[config.mk]
export PLATFORM = sky130hd
export DESIGN_NAME = ehe_back
export DESIGN_NICKNAME = d
export VERILOG_FILES = /design/src/ehe_pkg.sv /design/src/ehe_back.sv
export SDC_FILE = /design/constraint.sdc
export NUM_CORES = 1
export LEC_CHECK = 0
export ABC_AREA = 1
export BUFFER_PORTS_ARGS = -buffer_cell sky130_fd_sc_hd__buf_2
export CORE_ASPECT_RATIO = 0.6
export CORE_UTILIZATION = 60
export CTS_CLUSTER_DIAMETER = 80
export DETAILED_ROUTE_END_ITERATION = 6
export PLACE_DENSITY = 0.79
export SYNTH_ARGS = -nofsm -noshare
export SYNTH_HDL_FRONTEND = slang
export SYNTH_SLANG_ARGS = --single-unit
[constraint.sdc]
create_clock -name clk_i -period 4.8 [get_ports clk_i]
set_input_delay 0.48 -clock clk_i [delete_from_list [all_inputs] [get_ports clk_i]]
set_output_delay 0.48 -clock clk_i [all_outputs]
set_load 0.01 [all_outputs]
[src/ehe_pkg.sv]
// shared types and constants for the echo hiding embedder
// used by ehe_front, ehe_queue, ehe_back and echo_hiding_embedder_top
package ehe_pkg;

  localparam int HDR_LEN_DEF     = 128;
  localparam int DELAY_DEPTH_DEF = 1024;

  localparam int SAMPLE_W  = 16;
  localparam int BLOCK_W   = 16;
  localparam int DELAY_W   = 10;
  localparam int GAIN_W    = 15;
  localparam int CFG_IDX_W = 3;
  localparam int CFG_DAT_W = 16;

  localparam int QUEUE_DEPTH = 4;
  localparam int QPTR_W      = $clog2(QUEUE_DEPTH);
  localparam int QLVL_W      = $clog2(QUEUE_DEPTH + 1);

  localparam logic [BLOCK_W-1:0] BLOCK_SIZE_RST = 16'd1024;
  localparam logic [DELAY_W-1:0] DELAY_ZERO_RST = 10'd50;
  localparam logic [DELAY_W-1:0] DELAY_ONE_RST  = 10'd100;
  localparam logic [GAIN_W-1:0]  GAIN_RST       = 15'd16384;

  typedef enum logic [CFG_IDX_W-1:0] {
    CFG_HDR_BLOCK_SIZE,
    CFG_HDR_DELAY_ZERO,
    CFG_HDR_DELAY_ONE,
    CFG_HDR_GAIN,
    CFG_BLOCK_SIZE,
    CFG_DELAY_ZERO,
    CFG_DELAY_ONE,
    CFG_GAIN
  } cfg_reg_e;

  // one classified sample on its way to the arithmetic
  typedef struct packed {
    logic [SAMPLE_W-1:0] sample;
    logic [GAIN_W-1:0]   alpha;
    logic                active;
    logic [SAMPLE_W-1:0] tap_p;
    logic [SAMPLE_W-1:0] tap_n;
  } ehe_item_t;

endpackage

[src/ehe_back.sv]
// back end: echo multiply, rounding toward zero, saturation, output register
// depends on ehe_pkg
module ehe_back import ehe_pkg::*; (
  input  logic                clk_i,
  input  logic                rst_ni,
  input  logic                q_valid_i,
  input  ehe_item_t           item_i,
  output logic                pop_o,
  output logic                out_valid_o,
  input  logic                out_stall_i,
  output logic [SAMPLE_W-1:0] out_sample_o,
  output logic                embedding_o
);

  logic                m_valid_q;
  logic [SAMPLE_W-1:0] m_sample_q;
  logic                m_active_q;
  logic signed [32:0]  m_prod_q;

  logic                out_valid_q;
  logic [SAMPLE_W-1:0] out_sample_q;
  logic                embedding_q;

  logic                out_free, m_adv;
  logic signed [16:0]  diff;
  logic signed [32:0]  prod;
  logic signed [33:0]  t, adj, sh;
  logic [SAMPLE_W-1:0] y;

  assign out_free = !out_valid_q || !out_stall_i;
  assign m_adv    = !m_valid_q || out_free;
  assign pop_o    = q_valid_i && m_adv;

  assign diff = 17'($signed(item_i.tap_p)) - 17'($signed(item_i.tap_n));
  assign prod = 33'($signed({1'b0, item_i.alpha})) * 33'(diff);

  always_comb begin
    t   = 34'($signed({m_sample_q, 15'b0})) + 34'(m_prod_q);
    // bias negatives so the arithmetic shift truncates toward zero
    adj = t + (t[33] ? 34'sd32767 : 34'sd0);
    sh  = adj >>> 15;
    if (sh > 34'sd32767) begin
      y = 16'h7fff;
    end else if (sh < -34'sd32768) begin
      y = 16'h8000;
    end else begin
      y = sh[SAMPLE_W-1:0];
    end
  end

  always_ff @(posedge clk_i or negedge rst_ni) begin
    if (!rst_ni) begin
      m_valid_q   <= 1'b0;
      out_valid_q <= 1'b0;
    end else begin
      if (m_adv) begin
        m_valid_q <= pop_o;
      end
      if (out_free) begin
        out_valid_q <= m_valid_q;
      end
    end
  end

  always_ff @(posedge clk_i) begin
    if (pop_o) begin
      m_sample_q <= item_i.sample;
      m_active_q <= item_i.active;
      m_prod_q   <= prod;
    end
    if (m_valid_q && out_free) begin
      out_sample_q <= m_active_q ? y : m_sample_q;
      embedding_q  <= m_active_q;
    end
  end

  assign out_valid_o  = out_valid_q;
  assign out_sample_o = out_sample_q;
  assign embedding_o  = embedding_q;

endmodule

Yosys cells after proc, flatten, opt, wreduce, memory -nomap -nowiden

Index checks and enable logic that the tools add are counted.
W data, S select, Z words.

Flip-flop bits (word level): 69
Input port bits: 68
Output and inout bits: 19
Word-level logic and storage cells: 24

Add/sub/neg operators: 3
$mul: 1
Magnitude comparators: 2
Multiplexer cells: 4
Reductions and logical operators: 7

Operators with widths:

| operator               | number |
|---|---|
| $mux W16               | 3 |
| $add A31 B33 Y34       | 1 |
| $add A34 B16 Y34       | 1 |
| $mul A16 B17 Y33       | 1 |
| $gt A19 B16 Y1 const B | 1 |
| $lt A19 B16 Y1 const B | 1 |
| $sub A16 B16 Y17       | 1 |
| $mux W15               | 1 |
| $logic_not A1 Y1       | 3 |
| $logic_and A1 B1 Y1    | 2 |
| $logic_or A1 B1 Y1     | 2 |

Depth between registers and ports, before layout

Gate-level depths: netlist of run 1.

Word-level depth: 7
Mapped depth: 47
Mapped depth without buffers: 46

Least setup slack after synthesis of run 1

No wires, ideal clock.

Path kind: input-to-reg
From: input item_i[16] in the netlist's numbering
To: register m_prod_q[29] (data pin)
Arrival time: 7.600 ns
Required time: 4.540 ns
Slack: -3.060 ns
Cell stages on the path: 45
Buffers on the path: 1
Path through: inv_1 ha_1 fa_1 nand3b_1 nand2_1 nand2_1 nand2_1 a21oi_1 o21ai_1 nand2_1 nand2_1 a21oi_1 o21ai_1 nand2_1 nand2_1 a21oi_1 or2_1 buf_2 (+9 left out) inv_1 fa_1 inv_1 ha_1 nand2_1 o21ai_0 a21o_1 a21oi_1 nor2_1 nor2_1 o21ai_0 nand3_1 nand2_1 nand3_1 nand2_1 nand2_1 nand2_1 xor2_1

Word-level cells in the longest chain between the ends: 2

RTL lines:

| item                 | line           | RTL |
|---|---|---|
| from (decl)          | ehe_back.sv:7  | `input ehe_item_t item_i,` |
| $sub A16 B16 Y17     | ehe_back.sv:34 | `assign diff = 17'($signed(item_i.tap_p)) - 17'($signed(item_i.tap_n));` |
| $mul A16 B17 Y33     | ehe_back.sv:35 | `assign prod = 33'($signed({1'b0, item_i.alpha})) * 33'(diff);` |
| named net prod[29]   | ehe_back.sv:26 | `logic signed [32:0] prod;` |
| to (signal assigned) | ehe_back.sv:69 | `m_prod_q <= prod;` |
| to (decl)            | ehe_back.sv:18 | `logic signed [32:0] m_prod_q;` |

The timed path passes the listed nets, and every way through them passes these cells.
A chain may end at the register's enable or synchronous reset.

Worst setup path after layout of run 1

Ends and elaborated chain as after synthesis.

==> results of run 1 <==
sequential cells by signal, summed over array words and instances (netlist names):
name          flops
m_active_q        1
embedding_o       1
out_valid_o       1
out_sample_o     16
m_prod_q         33
m_sample_q       16
m_valid_q         1
cell type report:
| class | count | area, sq um |
|---|---|---|
| Multi-Input combinational cell | 1289 | 12500 |
| Fill cell | 1508 | 4360 |
| Timing Repair Buffer | 401 | 3040 |
| Sequential cell | 69 | 2060 |
| Inverter | 467 | 1790 |
| Tap cell | 322 | 403 |
| Clock buffer | 9 | 225 |
| Clock inverter | 7 | 78.8 |
cells in the mapped netlist (5+ instances only):
cell type,instances,area (sq um)
a21oi_1,88,440
a21oi_2,13,114
clkbuf_1,24,90.1
clkinv_1,11,41.3
edfxtp_1,67,2010
fa_1,254,5080
ha_1,135,1690
inv_1,456,1710
nand2_1,339,1270
nand2_2,10,62.6
nand3_1,44,220
nand3b_1,8,60.1
nand4_1,16,100
nor2_1,200,751
nor3_1,9,45.0
nor4_1,5,31.3
o21a_1,5,37.5
o21ai_0,33,165
o21bai_1,6,45.0
or2_2,17,106
xnor2_1,27,236
xor2_1,41,359
final timing paths:
| path | start | endpoint | cells after the start |
|---|---|---|---|
| min reg2reg | m_valid_q | out_valid_o | 2 |
| max reg2reg | m_sample_q[9] | out_sample_o[2] | 20 |
| min in group asynchronous | rst_ni | out_valid_o | 2 |
| min | item_i[50] | m_sample_q[2] | 1 |
| max | item_i[16] | m_prod_q[29] | 45 |
| max in group asynchronous | rst_ni | m_valid_q | 2 |
per-stage QoR:
stage                     hold slack [ps]  std cells  setup WS (ps)  cell area (sq um)   util
after floorplan                       184       1855          -2650              15400      -
after global placement                265       2500          -3060              18200  0.743
after detailed placement              266       2500          -3260              18200  0.743
after CTS                             295       2547          -2670              19200  0.785
after global routing                  293       2564          -3080              20100  0.822
final                                 303       2564          -2760              20100  0.822
per-layer routing:
metal,up-vias,global-route usage,part of all wire
met1,6837,0.546,0.41
li1,6370,-,-
met5,-,0,0
met4,0,0.0515,0.017
met3,111,0.130,0.14
met2,819,0.537,0.43
repair_timing:
item / CTS / global route
hold buffers: 1 / 0
pin swaps: 92 / 94
setup endpoints to repair: 27 / 42
resized for setup: 116 / 182
buffers inserted: 37 / 29
hold endpoints to repair: 2 / 0
critical path, delay by kind of cell:
family                   cells  cell delay (ps)
buffers and inverters        6              320
XOR/XNOR                     1              170
AO/OA/AOI/OAI               10             1200
adder cells (fa/ha/maj)      9             3610
AND/OR/NAND/NOR             19             1860
cell families (layout without fill, tap and decap cells):
logic type / after synthesis / count (layout) / synth area share
AND/OR/NAND/NOR: 662 / 662 / 0.183
buffers and inverters: 497 / 884 / 0.125
adder cells (fa/ha/maj): 389 / 389 / 0.449
AO/OA/AOI/OAI: 169 / 169 / 0.0647
XOR/XNOR: 69 / 69 / 0.0406
flip-flops: 69 / 69 / 0.137
==> impl_results.md, run 1 <==
- Slew Limit Fails: 0
- Hold Vio Cnt, Final: 0
- Worst-Skew Late Latency: 350 ps
- Vias: 14137
- Setup Skew: 7.78 ps
- Initial antenna violation count: 0
- Setup Crit Path Kind: input pin to register
- Port Buffer Count: 86
- Final net count: 2694
- Initial core utilization: 0.617
- CTS tree: yes
- HPWL Detailed: 37900 um
- CTS sink cnt: 69
- Max-slew headroom: 0.515
- Total GRT Usage: 0.371
- Post-synth top flop: edfxtp_1
- Post-synthesis sequential area ratio: 0.137
- H-tree depth: 3
- Critical Path Slowest Stage Cell: fa_1
- Commonest cells after routing, fill and taps aside: inv_1, nand2_1, buf_4
- Post-Syn Instances: 1855
- Slowest cell delay on critical path: 500 ps
- Share of flip-flops with an asynchronous set or reset: 0.0290
- Core box area: 24400 sq um
- Critical path arrival: 7660 ps
- Synth Area per Inst: 8.13 sq um
- Drt initial violations: 1556
- # Max-Cap Violations: 0
- TritonCTS Buffers: 9
- Die Ht: 125 um
- CP most frequent cell: nand2_1
- Synth warnings: 0
- Routed WL per cell: 18.7 um
- Worst Tran Pin Value: 727 ps
- Distinct cell type count after synthesis: 47
- Setup TNS: -54270 ps
- Die area: 25800 sq um
- First-pass GRT wire length: 72300 um
- Vias in the first global route: 14141
- Setup slack after layout: -2760 ps
- Failing checks: DRC, setup timing
- Remaining DRCs: 8
- Clock transition at path regs: 60 ps
- Drt first pass iters: 7
- Final antenna-violating net count: 0
- Net Count, Synth: 2312
- R2R Setup Slk: 180 ps
- Number of diodes: 0
- Hold Crit Class: input pin to register
- Unrepaired setup endpoints after global routing: true
- Peak Freq: 132 MHz
- Number of synthesized flops with an enable pin: 67
- DR vias/cell: 5.51
- Outcome: finished with violations
- Largest net degree at the start of global routing: 41
- Worst-path fanout max: 4
- RePlAce Congestion: 0.976
- Final Critical Period: 7560 ps
- Synth Register Bits: 69
- IO Pins: 87
- Total grt overflow: 0
- Final setup violation count: 27
- Startpoint types: input pin
- Layout Area Growth over Synthesis: 33.3%
- Die W: 207 um
- WP data required: 4890 ps
- Crit share post-route: 1.58
- Mapped Area: 15100 sq um
- Share of layout cells above drive strength 1: 0.316
- Root Driver: clkbuf_16
- Num rows: 44
- Total routed wirelength: 47900 um
- Commonest non-fill, non-tap cell in the layout: inv_1
- Critical Path End Type: register
- CTS Buffer Depth: 2
Power of run 1 is not shown: default switching activity piles up to over one toggle a cycle in this logic, so the estimate is an artifact.
==> run 2: changes to the inputs <==
==> constraint.sdc (replaced) <==
create_clock -name clk_i -period 7.55 [get_ports clk_i]
set_input_delay 0.755 -clock clk_i [delete_from_list [all_inputs] [get_ports clk_i]]
set_output_delay 0.755 -clock clk_i [all_outputs]
set_load 0.01 [all_outputs]
==> impl_results.md, run 2 (same netlist as run 1, synthesis figures left out) <==
- Layout Area Growth over Synthesis: 23.6%
- Root Driver: clkbuf_16
- Worst Tran Pin Value: 726 ps (-1.50 ps)
- Biggest register: m_prod_q
- DR vias/cell: 5.48 (-0.55%)
- Critical Path Slowest Stage Cell: fa_1
- Unrepaired setup endpoints after global routing: true
- Outcome: finished with violations
- CP most frequent cell: nand2_2
- Port Buffer Count: 86 (unchanged)
- Routed WL per cell: 18.1 um (-3.0%)
- Clock transition at path regs: 60 ps (about the same)
- Remaining DRCs: 34 (+26)
- Critical Path End Type: register
- Met3 Wirelength: 6490 um (-5.2%)
- # Max-Cap Violations: 0 (unchanged)
- H-tree depth: 3 (unchanged)
- RePlAce Congestion: 1.01 (+3.0%)
- Largest net degree at the start of global routing: 52 (+27%)
- Final net count: 2605 (-3.3%)
- First-pass GRT wire length: 70700 um (-2.1%)
- Commonest non-fill, non-tap cell in the layout: inv_1
- Final Util: 0.762 (-0.0597)
- Slowest cell delay on critical path: 540 ps (+40 ps)
- TritonCTS Buffers: 9 (unchanged)
- Slew Limit Fails: 0 (unchanged)
- Vias: 13577 (-4.0%)
- CTS Hold Bufs: 0 (-1)
- CTS Buffer Depth: 2 (unchanged)
- Hold Crit Class: input pin to asynchronous set/reset pin
- Worst-Skew Late Latency: 350 ps (about the same)
- Hold Vio Cnt, Final: 0 (unchanged)
- IO Pins: 87 (unchanged)
- Final antenna-violating net count: 0 (unchanged)
- Setup slack after layout: -257 ps (+2510 ps)
- Drt initial violations: 1383 (-11%)
- Hold Slack: 178 ps (-124 ps)
- Max-slew headroom: 0.516 (+0.000999)
- Vias in the first global route: 13964 (-1.3%)
- CTS tree: yes
- Total grt overflow: 0 (unchanged)
- Critical path arrival: 7910 ps (+250 ps)
- Crit share post-route: 1.03
- WP data required: 7650 ps (+2760 ps)
- R2R depth: 20 (unchanged)
- Worst-path fanout max: 4 (unchanged)
- R2R Setup Slk: 2580 ps (+2400 ps)
- Share of layout cells above drive strength 1: 0.241 (-0.0756)
- Num rows: 44 (unchanged)
- Met2 wire length: 18700 um (-9.4%)
- Die area: 25800 sq um (unchanged)
- Startpoint types: input pin
- Core box area: 24400 sq um (unchanged)
- Reg-to-Reg End: out_sample_o[3]
- Drt first pass iters: 7 (unchanged)
- Peak Freq: 128 MHz
- RR Startpoint: m_sample_q[9]
- DRT met1 WL: 18700 um (-4.1%)
- Setup Skew: 5.13 ps (-2.65 ps)
- Final Critical Period: 7810 ps
- Top sig layer: met4
- Commonest cells after routing, fill and taps aside: inv_1, nand2_1, fa_1
- HPWL Detailed: 37000 um (-2.2%)
- Final setup violation count: 11 (-59%)
- Max reg flops: 33 (unchanged)
- Initial antenna violation count: 0 (unchanged)
- Setup Crit Path Kind: input pin to register
- Total GRT Usage: 0.362 (-0.00945)
- Failing checks: DRC, setup timing
- CTS sink cnt: 69 (unchanged)
- Initial core utilization: 0.617 (unchanged)
- Total routed wirelength: 44800 um (-6.4%)
- Die Ht: 125 um (unchanged)
- Die W: 207 um (unchanged)
[run 2: changes by cell type in the layout (fill, tap and decap cells not counted), moves of 12 or more]
cell     delta
buf_4      -60
buf_6      -25
ha_4       -19
ha_1       +17
nand2_1    +16
inv_1      +14
fa_1       +12
fa_2       -12
[run 2: repair_timing]
action	4_1_cts	5_1_grt
resized for setup	47	120
buffers inserted	12	15
endpoints found under the setup margin	13	16
pin swaps	22	56
[run 2: how the worst max path moves through the flow]
stage | startpoint | endpoint | slack [ps]
2_1_floorplan | item_i[16] | m_prod_q[29] | -180
3_3_place_gp | item_i[3] | m_prod_q[29] | -680
3_5_place_dp | item_i[3] | m_prod_q[29] | -820
4_1_cts | item_i[0] | m_prod_q[29] | -130
5_1_grt | item_i[16] | m_prod_q[29] | -570
6_report | item_i[0] | m_prod_q[29] | -260
[run 2: critical path, delay by kind of cell]
| kind | cells | cell delay, ps |
|---|---|---|
| buffers and inverters | 5 | 290 |
| adder cells (fa/ha/maj) | 9 | 3720 |
| AND/OR/NAND/NOR | 21 | 2020 |
| AO/OA/AOI/OAI | 8 | 950 |
| XOR/XNOR | 1 | 150 |
[run 2: area by class of cell]
type	count	area, sq um
Antenna cell	1	2.50
Clock buffer	10	229
Clock inverter	6	88.8
Fill cell	1726	5820
Inverter	467	1770
Multi-Input combinational cell	1289	11800
Sequential cell	69	2060
Tap cell	322	403
Timing Repair Buffer	312	2240
[run 2: metrics by stage]
stage                     setup TNS, ps  setup slack [ps]  std cells  area [sq um]
after floorplan                    -269              -176       1855         15200
after global placement            -6910              -680       2432         17500
after detailed placement          -9110              -819       2432         17500
after CTS                          -299              -133       2460         18100
after global routing              -4760              -569       2475         18600
final                             -1320              -257       2476         18600
[run 2: layer usage]
layer	vias to the layer above	GRT usage
met5	-	0
met3	116	0.162
met2	742	0.512
li1	6201	-
met1	6518	0.513
met4	0	0.0657
Power of run 2 is left out for the same reason.
