$ cat src/ehe_pkg.sv
// shared types and constants for the echo hiding embedder
// used by ehe_front, ehe_queue, ehe_back and echo_hiding_embedder_top
package ehe_pkg;

  localparam int HDR_LEN_DEF     = 128;
  localparam int DELAY_DEPTH_DEF = 1024;

  localparam int SAMPLE_W  = 16;
  localparam int BLOCK_W   = 16;
  localparam int DELAY_W   = 10;
  localparam int GAIN_W    = 15;
  localparam int CFG_IDX_W = 3;
  localparam int CFG_DAT_W = 16;

  localparam int QUEUE_DEPTH = 4;
  localparam int QPTR_W      = $clog2(QUEUE_DEPTH);
  localparam int QLVL_W      = $clog2(QUEUE_DEPTH + 1);

  localparam logic [BLOCK_W-1:0] BLOCK_SIZE_RST = 16'd1024;
  localparam logic [DELAY_W-1:0] DELAY_ZERO_RST = 10'd50;
  localparam logic [DELAY_W-1:0] DELAY_ONE_RST  = 10'd100;
  localparam logic [GAIN_W-1:0]  GAIN_RST       = 15'd16384;

  typedef enum logic [CFG_IDX_W-1:0] {
    CFG_HDR_BLOCK_SIZE,
    CFG_HDR_DELAY_ZERO,
    CFG_HDR_DELAY_ONE,
    CFG_HDR_GAIN,
    CFG_BLOCK_SIZE,
    CFG_DELAY_ZERO,
    CFG_DELAY_ONE,
    CFG_GAIN
  } cfg_reg_e;

  // one classified sample on its way to the arithmetic
  typedef struct packed {
    logic [SAMPLE_W-1:0] sample;
    logic [GAIN_W-1:0]   alpha;
    logic                active;
    logic [SAMPLE_W-1:0] tap_p;
    logic [SAMPLE_W-1:0] tap_n;
  } ehe_item_t;

endpackage

$ cat src/ehe_queue.sv
// short first-in first-out queue between the front and back ends
// depends on ehe_pkg
module ehe_queue import ehe_pkg::*; (
  input  logic              clk_i,
  input  logic              rst_ni,
  input  logic              push_i,
  input  ehe_item_t         item_i,
  input  logic              pop_i,
  output ehe_item_t         item_o,
  output logic [QLVL_W-1:0] level_o
);

  ehe_item_t          slots [QUEUE_DEPTH];
  logic [QPTR_W-1:0]  wr_q, rd_q;
  logic [QLVL_W-1:0]  lvl_q;

  always_ff @(posedge clk_i) begin
    if (push_i) begin
      slots[wr_q] <= item_i;
    end
  end

  always_ff @(posedge clk_i or negedge rst_ni) begin
    if (!rst_ni) begin
      wr_q  <= '0;
      rd_q  <= '0;
      lvl_q <= '0;
    end else begin
      if (push_i) begin
        wr_q <= wr_q + QPTR_W'(1);
      end
      if (pop_i) begin
        rd_q <= rd_q + QPTR_W'(1);
      end
      if (push_i && !pop_i) begin
        lvl_q <= lvl_q + QLVL_W'(1);
      end else if (pop_i && !push_i) begin
        lvl_q <= lvl_q - QLVL_W'(1);
      end
    end
  end

  assign item_o  = slots[rd_q];
  assign level_o = lvl_q;

endmodule

$ cat config.mk
export PLATFORM = sky130hd
export DESIGN_NAME = ehe_queue
export DESIGN_NICKNAME = d
export VERILOG_FILES = /design/src/ehe_pkg.sv /design/src/ehe_queue.sv
export SDC_FILE = /design/constraint.sdc
export NUM_CORES = 1
export LEC_CHECK = 0
export ABC_AREA = 1
export BUFFER_PORTS_ARGS = -buffer_cell sky130_fd_sc_hd__buf_2
export CAP_MARGIN = 5
export CORE_AREA = 4 4 150 152
export CTS_CLUSTER_DIAMETER = 40
export DETAILED_ROUTE_END_ITERATION = 6
export DIE_AREA = 0 0 154 156
export PLACE_DENSITY = 0.86
export SLEW_MARGIN = 20
export SYNTH_ARGS = -nofsm -noshare
export SYNTH_HDL_FRONTEND = slang
export SYNTH_SLANG_ARGS = --single-unit
$ cat constraint.sdc
create_clock -name clk_i -period 2.39 [get_ports clk_i]
set_input_delay 0.478 -clock clk_i [delete_from_list [all_inputs] [get_ports clk_i]]
set_output_delay 0.478 -clock clk_i [all_outputs]
set_load 0.02 [all_outputs]
* After elaboration in Yosys (flattened, before gate mapping)
Memory sizes are Yosys's and may differ from the RTL's.
Cells that the tools add are included.
** Operators by class
- Add/subtract/negate cells :: 4
- Multiply operators :: 0
- Div/mod/pow operators :: 0
- Magnitude comparators :: 0
- Equality and inequality tests :: 0
- Shift operators :: 0
- Mux-type cells :: 4
- Bitwise gates (word level) :: 0
- Reduce and logical (&&, ||, !) cells :: 5
** Operators with widths (number)
- $mux 3 :: 2
- $add 2x1->2 const B :: 2
- $add 3x1->3 const B :: 1
- $sub 3x1->3 const B :: 1
- $logic_and 1x1->1 :: 2
- $logic_not 1->1 :: 2
- $mux 1 :: 2
- $reduce_bool 2->1 :: 1
** Word-level totals
- Bits in registers :: 7
- Latch bits :: 0
- Bits in writable memories :: 256
- Bits in read-only memories :: 0
- Memories kept :: 1
** Memories
- slots :: words 4, bits a word 64, read ports 1, clocked after Yosys merged registers in 0, write ports 1, RTL line ehe_queue.sv:13 : ehe_item_t slots [QUEUE_DEPTH];

* Longest topological paths before layout
Gate-level depths: netlist of run 1.
- Word-level depth :: 4
- Gate-level depth with buffers :: 9
- Mapped depth without buffers :: 9

* Worst setup path after synthesis of run 1
OpenSTA, ideal clock, no wires.
- Path kind :: in2reg
- Start point :: in push_i
- End point :: mem slots[1][0] (netlist name), enable pin
- Arrival time :: 2017 ps
- Path slack :: -45 ps
- Stages :: 3
- Cell sequence :: clkbuf_1 -> nand2_1 -> inv_1
** On the way
- Word-level cells in the longest chain between the ends :: 2
** RTL lines
- from (decl) :: RTL line ehe_queue.sv:6 : input logic push_i,
- $mux 1 :: RTL line ehe_queue.sv:18 : if (push_i) begin
- $mux 1 (not written as such) :: RTL line ehe_queue.sv:19 : slots[wr_q] <= item_i;
- to (decl) :: RTL line ehe_queue.sv:13
No other way between the ends.

==> summary.txt, run 1 <==
Power
  – Power per standard cell area: 1380 mW/mm2
  – Switching Share: 35.6%
  – Sequential share of power: 35.1%
  – Combinational share of power: 35.7%
  – Maximum resistive drop on vdd: 998 uV
  – Power after layout: 18.0 mW
  – Sw power: 6.42 mW
  – Leak: 5.30 nW
  – Portion of total power attributed to the clock network: 29.2%
  – Design internal power: 11.6 mW

Routing
  – Overall via count from detail_route: 6382
  – Number of DRC markers in iteration 0: 340
  – Detailed Route WL: 21600 um
  – Wire length per cell: 17.4 um
  – Remaining routing DRC violations: 0
  – Vias per Instance: 5.15
  – First drt pass iteration count: 4
  – Number of nets still failing antenna checks after routing: 0

Synthesis
  – Distinct cell type count after synthesis: 18
  – Syn_nets: 867
  – Part of the Yosys area used for sequential elements: 72.4%
  – Cell area after synthesis: 0.0109 mm2
  – Count of state elements after synthesis: 263
  – Avg Synthesized Cell Area: 13.7 um2
  – Synth Warn #: 0
  – Library cell with the largest summed area after synthesis: edfxtp_1
  – Biggest area contributors in the synthesized netlist: edfxtp_1 (71%), nand2_1 (7.1%), o211ai_1 (5.9%)
  – Proportion of netlist area held by the largest area contributor: 70.8%
  – Mapped Cells: 793

GRT
  – GRT Util Overall: 17.7%
  – Vias in the first global route: 6688
  – Maximum number of pins on one net before global-route repair: 81
  – Sum of overflow across all layers after global routing: 0
  – Wire length of the first global-routing pass: 33500 um
  – Number of antenna violations at the first check in global routing: 1

Status
  – Result of the run: finished clean

STA
  – Worst slew pin tran: 668 ps
  – Final worst-path cycle share: 98.2%
  – Worst clock skew on the final layout: 24.9 ps
  – Fmax: 426 MHz
  – PnR worst setup slack: 43.3 ps
  – Setup TNS: 0 ps
  – RSZ-0062 raised after global routing: true
  – Min cycle time layout: 2350 ps
  – Final count of pins violating max slew: 0
  – Slew margin rel.: 55.5%
  – Number of hold violations in the final report: 0
  – Setup violators final: 0

CTS
  – Total number of H-tree levels: 2
  – Root Buffer Master: clkbuf_16
  – Number of buffers inserted during clock tree synthesis: 34
  – Later-pin clock latency in the skew report: 490 ps
  – Clk sinks: 263
  – Clock-pin slew reported for the worst setup and hold paths after clock tree synthesis: 50 ps
  – Number of buffers on the longest clock path: 3
  – Clock tree from TritonCTS: built

Die
  – Chip width: 154 um
  – Count of standard-cell rows: 53
  – Total I/O pin count: 135
  – Overall die area: 0.0240 mm2
  – Core area: 0.0210 mm2
  – Effective utilization at floorplan: 51.7%
  – Die Span Y: 156 um

Min path
  – Worst Min Path Start: item_i[43]
  – Min-Delay Endpoint: slots[1][43]
  – Worst hold path type: in -> reg
  – Cell depth of the worst hold path: 1

Run
  – Number of max-cap violations: 0

Placement
  – Final weighted congestion in routability-driven placement: 0.725
  – Post-Place Cell Area: 0.0117 mm2
  – Detailed placement HPWL: 12100 um
  – Post-place setup slack: 423 ps
  – IO buf count: 134

Setup path
  – Critical path capture point type: primary output
  – Cell-by-cell listing of the critical path: buf_4, clkbuf_16, o211ai_1, nand2_1, buf_2
  – Worst Setup Start Kind: register
  – Cell class contributing the biggest share of worst-path delay: buffers and inverters
  – Flop-to-flop setup slack: 670 ps
  – Highest cell delay on the worst timing path: 540 ps
  – Master of the slowest instance on the critical path: dfrtp_4
  – Kind of critical path: reg -> out
  – Path depth of the worst reg2reg path: 4
  – Crit path buf inv count: 3
  – Worst endpoint data arrival time: 1870 ps
  – End of the worst register-to-register path: slots[3][20]
  – Source of the worst register-to-register timing path: wr_q[0]
  – Crit path max fanout: 20
  – WP data required: 1910 ps

Final layout
  – Combined area of the multi-input logic cells: 0.00208 mm2
  – Share of layout cells above drive strength 1: 26.8%
  – Fraction of the core area covered by cells at the end of the flow: 62.0%
  – Layout filler cell count: 1531
  – Register area: 0.00787 mm2
  – Area Overhead vs Synth: 20.0%
  – Cell area after layout: 0.0130 mm2
  – Total Nets Final: 1017
  – Antenna cell count: 0
[kinds of logic (layout without fill, tap and decap cells)]
| family | Yosys count | in the layout | synth area share, % |
|---|---|---|---|
| AOI/OAI and AO/OA | 129 | 129 | 10.9 |
| DFF | 263 | 263 | 72.4 |
| and+or+nand+nor | 207 | 207 | 7.19 |
| adders and majority gates | 6 | 6 | 0.760 |
| xor gates and xnor gates | 4 | 4 | 0.323 |
| buffers and inverters | 184 | 356 | 8.48 |
[flip-flops by register name, indices dropped and copies added, names as in the netlist]
signal / flops
level_o: 3
wr_q: 2
rd_q: 2
slots: 256
[cells in the mapped netlist, drive strengths merged]
cell type	n
edfxtp	256
nand2	205
inv	140
o211ai	128
buf	43
dfrtp	7
ha	5
xor2	3
clkbuf	1
fa	1
nand3	1
nand4	1
o21ai	1
xnor2	1
[routing by layer]
| metal | vias up | share of wire, % | wire [um] | global-route usage [%] |
|---|---|---|---|---|
| li1 | 3061 | - | - | - |
| met1 | 3099 | 39 | 8520 | 20.5 |
| met4 | 2 | 2.9 | 629 | 6.64 |
| met2 | 168 | 52 | 11200 | 31.4 |
| met5 | - | 0.032 | 7 | 0 |
| met3 | 52 | 5.7 | 1240 | 4.77 |
[cells in the final DEF, fill, tap and decap left out, types with 2 or more instances in the layout]
cell type / instances
edfxtp_1: 256
nand2_1: 204
inv_1: 135
buf_2: 133
o211ai_1: 85
o211ai_2: 43
clkbuf_16: 37
buf_4: 12
clkinvlp_4: 7
bufinv_16: 7
ha_1: 5
dfrtp_1: 5
inv_6: 4
clkbuf_1: 4
buf_12: 4
xor2_1: 3
clkinv_1: 3
buf_16: 3
clkinv_2: 2
buf_6: 2
[power by group through the flow]
| stage | sequential, mW | clock, mW | combinational, mW |
|---|---|---|---|
| floorplan | 6.37 | 0 | 4.57 |
| global placement | 6.39 | 0 | 5.97 |
| detailed placement | 6.43 | 0 | 6.13 |
| CTS | 6.34 | 5.38 | 6.39 |
| global route | 6.40 | 5.58 | 7.05 |
| finish | 6.34 | 5.27 | 6.44 |
[worst max-delay path by stage]
| stage | startpoint | to | cells after the start |
|---|---|---|---|
| after floorplan | push_i | slots[1][0] | 3 |
| after global placement | rd_q[0] | item_o[58] | 5 |
| after detailed placement | rd_q[0] | item_o[55] | 5 |
| after CTS | rd_q[0] | item_o[12] | 5 |
| after global routing | rd_q[0] | item_o[25] | 5 |
| final | rd_q[0] | item_o[22] | 5 |
[worst register-to-register path, delay by kind of cell, from the launching register on]
family                     cells  cell delay (ps)
buffers and inverters          2              590
DFF                            1              430
adders and majority gates      1              180
and+or+nand+nor                1               80
[layout make-up]
type / count / share of cell area, %
Inverter: 140 / 4.16
Tap cell: 275 / 2.64
Timing Repair Buffer: 158 / 7.79
Multi-Input combinational cell: 346 / 16.0
Sequential cell: 263 / 60.3
Clock inverter: 19 / 2.26
Clock buffer: 39 / 6.83
[stage by stage]
stage / hold slack [ps] / std cells
after floorplan: 182 / 793
after global placement: 320 / 1174
final: 195 / 1240
after global routing: 173 / 1240
after detailed placement: 323 / 1174
after CTS: 171 / 1237
[timing repair]
item                                   in CTS  in global routing
hold buffers                                1                  0
pin swaps                                   0                  6
cloned                                      1                  2
buffers inserted                            3                  1
setup endpoints to repair                  21                 25
endpoints found under the hold margin       7                  0
gates resized for setup                     4                  5
(Power assumes the default switching activity.)
==> run 2: changes to the inputs <==
--- a/config.mk
+++ b/config.mk
@@ -8,11 +8,14 @@
 export ABC_AREA = 1
 export BUFFER_PORTS_ARGS = -buffer_cell sky130_fd_sc_hd__buf_2
 export CAP_MARGIN = 5
-export CORE_AREA = 4 4 150 152
+export CELL_PAD_IN_SITES_DETAIL_PLACEMENT = 0
+export CELL_PAD_IN_SITES_GLOBAL_PLACEMENT = 1
+export CORE_AREA = 4 4 164 166
 export CTS_CLUSTER_DIAMETER = 40
 export DETAILED_ROUTE_END_ITERATION = 6
-export DIE_AREA = 0 0 154 156
-export PLACE_DENSITY = 0.86
+export DIE_AREA = 0 0 168 170
+export PLACE_DENSITY_LB_ADDON = 0.2
+export SKIP_CTS_REPAIR_TIMING = 1
 export SLEW_MARGIN = 20
 export SYNTH_ARGS = -nofsm -noshare
 export SYNTH_HDL_FRONTEND = slang
==> summary.txt, run 2 (synthesized netlist as in run 1, its figures left out) <==
Status
  – Result of the run: finished clean

Power
  – Power per standard cell area: 1380 mW/mm2
  – Maximum resistive drop on vdd: 731 uV
  – Leak: 5.33 nW

CTS
  – Clock-pin slew reported for the worst setup and hold paths after clock tree synthesis: 50 ps
  – Clk sinks: 263
  – Clock tree from TritonCTS: built
  – Number of buffers inserted during clock tree synthesis: 38
  – Number of buffers on the longest clock path: 3
  – Later-pin clock latency in the skew report: 500 ps
  – Root Buffer Master: clkbuf_16
  – Total number of H-tree levels: 2

Routing
  – Wire length per cell: 16.0 um
  – First drt pass iteration count: 4
  – Detailed Route WL: 20900 um
  – Remaining routing DRC violations: 0
  – Number of DRC markers in iteration 0: 298
  – Overall via count from detail_route: 6149
  – Vias per Instance: 4.70
  – Number of nets still failing antenna checks after routing: 0

STA
  – Fmax: 426 MHz
  – Worst slew pin tran: 484 ps
  – PnR worst setup slack: 43.9 ps
  – Post-route worst hold slack: 190 ps
  – Setup violators final: 0
  – Number of hold violations in the final report: 0
  – Final worst-path cycle share: 98.2%
  – Worst clock skew on the final layout: 12.4 ps
  – Slew margin rel.: 67.6%
  – RSZ-0062 raised after global routing: true
  – Final count of pins violating max slew: 0
  – Min cycle time layout: 2350 ps

Final layout
  – Top reg by flops: slots
  – Combined area of the multi-input logic cells: 0.00208 mm2
  – Total Nets Final: 1016
  – Layout filler cell count: 2258
  – Register area: 0.00787 mm2
  – Cell area after layout: 0.0132 mm2
  – Commonest non-fill, non-tap cells in the layout: edfxtp_1 (256), nand2_1 (204), inv_1 (135), buf_2 (134), o211ai_1 (85)
  – Flip-flop count of the largest register, all copies and words added: 256
  – Area Overhead vs Synth: 21.6%
  – Share of layout cells above drive strength 1: 26.5%
  – Most frequent standard cell in the layout excluding fill and tap cells: edfxtp_1
  – Antenna cell count: 0

Die
  – Total I/O pin count: 135
  – Core area: 0.0256 mm2
  – Die Span Y: 170 um
  – Effective utilization at floorplan: 42.4%
  – Chip width: 168 um
  – Overall die area: 0.0286 mm2
  – Count of standard-cell rows: 59

GRT
  – Number of antenna violations at the first check in global routing: 2
  – Vias in the first global route: 6196
  – Sum of overflow across all layers after global routing: 0
  – Maximum number of pins on one net before global-route repair: 81
  – Wire length of the first global-routing pass: 33400 um
  – GRT Util Overall: 14.8%

Setup path
  – Cell-by-cell listing of the critical path: buf_16, nand2_1, o211ai_2, nand2_1, buf_2
  – Crit path max fanout: 80
  – Worst endpoint data arrival time: 1870 ps
  – WP data required: 1910 ps
  – Kind of critical path: reg -> out
  – Worst Setup Start Kind: register
  – Highest cell delay on the worst timing path: 530 ps
  – Most prevalent standard cell on the critical path: nand2_1
  – Master of the slowest instance on the critical path: dfrtp_4
  – Critical path capture point type: primary output

Placement
  – IO buf count: 134
  – Final weighted congestion in routability-driven placement: 0.705
  – Detailed placement HPWL: 12300 um
  – Post-Place Cell Area: 0.0119 mm2
  – Post-place setup slack: 531 ps

Min path
  – Worst hold path type: in -> reg

Run
  – Number of max-cap violations: 0
run 2: worst max-delay path, delay by kind of cell, from the launching register on:
| family | cells | cell delay (ps) |
|---|---|---|
| AOI/OAI and AO/OA | 1 | 80 |
| and+or+nand+nor | 2 | 230 |
| buffers and inverters | 2 | 490 |
| DFF | 1 | 530 |
run 2: area by class of cell:
cell class              count  area share [%]
clock buffers              48            7.97
well taps                 335            3.17
multi-input cells         346            15.8
repair buffers            153            7.39
flip-flops and latches    263            59.6
clock inverters            22            2.06
inverters                 140            4.10
run 2: final timing paths:
path	to	start	slack, ps	depth (start not counted)
setup / recovery	item_o[54]	rd_q[0]	40	5
hold / removal	slots[2][42]	item_i[42]	190	1
setup reg to reg	slots[0][19]	wr_q[0]	590	5
hold reg to reg	level_o[2]	level_o[2]	500	2
max in group asynchronous	rd_q[1]	rst_ni	1850	2
min in group asynchronous	rd_q[0]	rst_ni	350	2
run 2: per-stage QoR:
step	setup TNS (ps)	total power [mW]	util (%)	std cells
3_3_place_gp	0	12.7	46.3	1236
2_1_floorplan	0	10.9	-	793
5_1_grt	-621	19.3	51.6	1307
4_1_cts	-36.9	18.5	51.4	1306
6_report	0	18.2	51.6	1307
3_5_place_dp	0	12.7	46.3	1236
run 2: report_power, final:
| part | internal (mW) | switching, mW |
|---|---|---|
| clock | 3.76 | 1.90 |
| combinational | 2.02 | 4.18 |
| sequential | 6.05 | 0.266 |
run 2: per-layer routing:
| layer | global-route usage [%] | vias up | share of wire, % |
|---|---|---|---|
| li1 | - | 3056 | - |
| met1 | 18.9 | 2914 | 44 |
| met2 | 24.9 | 142 | 48 |
| met3 | 4.30 | 33 | 6.0 |
| met4 | 3.95 | 4 | 1.7 |
| met5 | 0 | - | 0.12 |
==> run 3: changes to the inputs <==
--- a/config.mk
+++ b/config.mk
@@ -5,15 +5,14 @@
 export SDC_FILE = /design/constraint.sdc
 export NUM_CORES = 1
 export LEC_CHECK = 0
-export ABC_AREA = 1
 export BUFFER_PORTS_ARGS = -buffer_cell sky130_fd_sc_hd__buf_2
 export CAP_MARGIN = 5
 export CELL_PAD_IN_SITES_DETAIL_PLACEMENT = 0
 export CELL_PAD_IN_SITES_GLOBAL_PLACEMENT = 1
-export CORE_AREA = 4 4 164 166
+export CORE_AREA = 4 4 152 154
 export CTS_CLUSTER_DIAMETER = 40
 export DETAILED_ROUTE_END_ITERATION = 6
-export DIE_AREA = 0 0 168 170
+export DIE_AREA = 0 0 156 158
 export PLACE_DENSITY_LB_ADDON = 0.2
 export SKIP_CTS_REPAIR_TIMING = 1
 export SLEW_MARGIN = 20
==> summary.txt, run 3 <==
Status
  – Result of the run: complete, but fails checks
  – Violations in the final reports: negative setup slack

Final layout
  – Total Nets Final: 621
  – Layout filler cell count: 1587
  – Area Overhead vs Synth: 29.8%
  – Top reg by flops: slots
  – Fraction of the core area covered by cells at the end of the flow: 57.5%
  – Commonest non-fill, non-tap cells in the layout: edfxtp_1 (256), buf_2 (86), mux4_2 (64), buf_6 (49), clkbuf_16 (41)
  – Share of layout cells above drive strength 1: 49.7%
  – Cell area after layout: 0.0125 mm2
  – Antenna cell count: 0
  – Most frequent standard cell in the layout excluding fill and tap cells: edfxtp_1
  – Flip-flop count of the largest register, all copies and words added: 256

Routing
  – Vias per Instance: 5.17
  – First drt pass iteration count: 4
  – Number of DRC markers in iteration 0: 249
  – Overall via count from detail_route: 4408
  – Number of nets still failing antenna checks after routing: 0
  – Wire length per cell: 22.1 um
  – Remaining routing DRC violations: 0
  – Detailed Route WL: 18800 um

Setup path
  – WP data required: 1910 ps
  – Worst Setup Start Kind: register
  – Most prevalent standard cell on the critical path: buf_12
  – Worst endpoint data arrival time: 1940 ps
  – Crit path max fanout: 9
  – Kind of critical path: reg -> out
  – Highest cell delay on the worst timing path: 520 ps
  – Critical path capture point type: primary output
  – Master of the slowest instance on the critical path: mux4_2
  – Crit path buf inv count: 3
  – Cell class contributing the biggest share of worst-path delay: multiplexers
  – Cell-by-cell listing of the critical path: buf_12, buf_12, mux4_2, buf_4

Synthesis
  – Cell area after synthesis: 0.00961 mm2
  – Synth Warn #: 0
  – Top cell types by occurrence after synthesis: edfxtp_1 (256), mux4_2 (64), dfrtp_1 (7), buf_2 (6)
  – Post-synth EDFFs: 256
  – Count of state elements after synthesis: 263
  – Proportion of netlist area held by the largest area contributor: 80.0%
  – Part of the Yosys area used for sequential elements: 81.8%
  – Most repeated cell in the gate-level netlist after synthesis: edfxtp_1
  – Mapped Cells: 366
  – Syn_nets: 440
  – Dominant register cell in the synthesized netlist: edfxtp_1
  – Biggest area contributors in the synthesized netlist: edfxtp_1 (80%), mux4_2 (15%), dfrtp_1 (1.8%)
  – Library cell with the largest summed area after synthesis: edfxtp_1
  – Async set-reset flop share out of synthesis: 2.66%
  – Distinct cell type count after synthesis: 17
  – Avg Synthesized Cell Area: 26.3 um2

CTS
  – Number of buffers on the longest clock path: 3
  – Later-pin clock latency in the skew report: 500 ps
  – Clock tree from TritonCTS: built
  – Root Buffer Master: clkbuf_16
  – Number of buffers inserted during clock tree synthesis: 34
  – Clock-pin slew reported for the worst setup and hold paths after clock tree synthesis: 60 ps
  – Clk sinks: 263
  – Total number of H-tree levels: 2

Run
  – Number of max-cap violations: 0

GRT
  – Number of antenna violations at the first check in global routing: 0
  – GRT Util Overall: 14.9%
  – Wire length of the first global-routing pass: 27700 um
  – Sum of overflow across all layers after global routing: 0
  – Maximum number of pins on one net before global-route repair: 35
  – Vias in the first global route: 4907

Placement
  – Post-Place Cell Area: 0.0108 mm2
  – Final weighted congestion in routability-driven placement: 0.716
  – IO buf count: 134
  – Detailed placement HPWL: 11100 um

Die
  – Effective utilization at floorplan: 44.3%
  – Overall die area: 0.0246 mm2
  – Chip width: 156 um
  – Count of standard-cell rows: 54
  – Core area: 0.0217 mm2
  – Total I/O pin count: 135
  – Die Span Y: 158 um

STA
  – Setup violators final: 29
  – Final worst-path cycle share: 101%
  – Slew margin rel.: 66.8%
  – Fmax: 413 MHz
  – Worst clock skew on the final layout: 11.4 ps
  – Worst slew pin tran: 499 ps
  – RSZ-0062 raised after global routing: true
  – Number of hold violations in the final report: 0
  – Post-route worst hold slack: 194 ps
  – Setup TNS: -306 ps
  – PnR worst setup slack: -30.1 ps
  – Final count of pins violating max slew: 0
  – Min cycle time layout: 2420 ps

Power
  – Leak: 4.36 nW
  – Power per standard cell area: 1400 mW/mm2
  – Maximum resistive drop on vdd: 888 uV

Min path
  – Worst hold path type: in -> reg
[run 3: cell count changes after synthesis, moves of 2 or more]
cell / change
inv_1: -136
buf_2: -7
nand2_1: -203
and2_1: +4
o211ai_1: -85
buf_4: -2
buf_6: -20
mux4_2: +64
o211ai_2: -43
[run 3: where the power goes]
group	switching (mW)	leakage [nW]	internal, mW	total, mW
sequential	0.271	2.43	6.04	6.31
clock	1.82	0.568	3.35	5.17
combinational	2.99	1.36	2.93	5.92
[run 3: final timing paths]
path / from / to / slack, ps / cells after the start
min in group asynchronous: rst_ni / level_o[2] / 370 / 2
worst min register to register: level_o[2] / level_o[2] / 490 / 1
max in group asynchronous: rst_ni / rd_q[0] / 1830 / 2
worst max-delay path: rd_q[0] / item_o[29] / -30 / 4
worst max register to register: wr_q[0] / slots[0][42] / 750 / 4
worst min-delay path: item_i[31] / slots[3][31] / 190 / 1
[run 3: per-stage QoR]
step                power, mW  setup WS, ps  cells
floorplan                9.56           531    366
global placement         11.2           397    780
detailed placement       11.2           397    780
CTS                      16.5          -152    841
global route             18.2          -105    852
finish                   17.4         -30.1    852
[run 3: final cells by class]
cell class,count,area (um2),area share (%)
timing repair buffer,159,1410,11.3
multi-input combinational,85,1640,13.1
clock inverter,23,262,2.10
clock buffer,38,930,7.45
sequential,263,7870,63.1
inverter,4,15.0,0.120
tap,280,350,2.81
[run 3: cells by family (layout without fill, tap and decap cells)]
group | count (synthesis) | in the layout | synth area share [%]
AO/OA/AOI/OAI | 1 | 1 | 0.0520
XOR/XNOR | 6 | 6 | 0.547
adder cells (fa/ha/maj) | 6 | 6 | 0.859
buffers and inverters | 18 | 224 | 1.25
flip-flops | 263 | 263 | 81.8
multiplexers | 65 | 65 | 15.1
AND/OR/NAND/NOR | 7 | 7 | 0.377
[run 3: routing by layer]
layer  global-route usage (%)  vias up  wire length, um
met1                     18.0     2332             7460
met5                        0        -                0
met4                     4.29        0              286
met3                     3.85       24              920
met2                     26.7      111            10200
li1                         -     1941                -
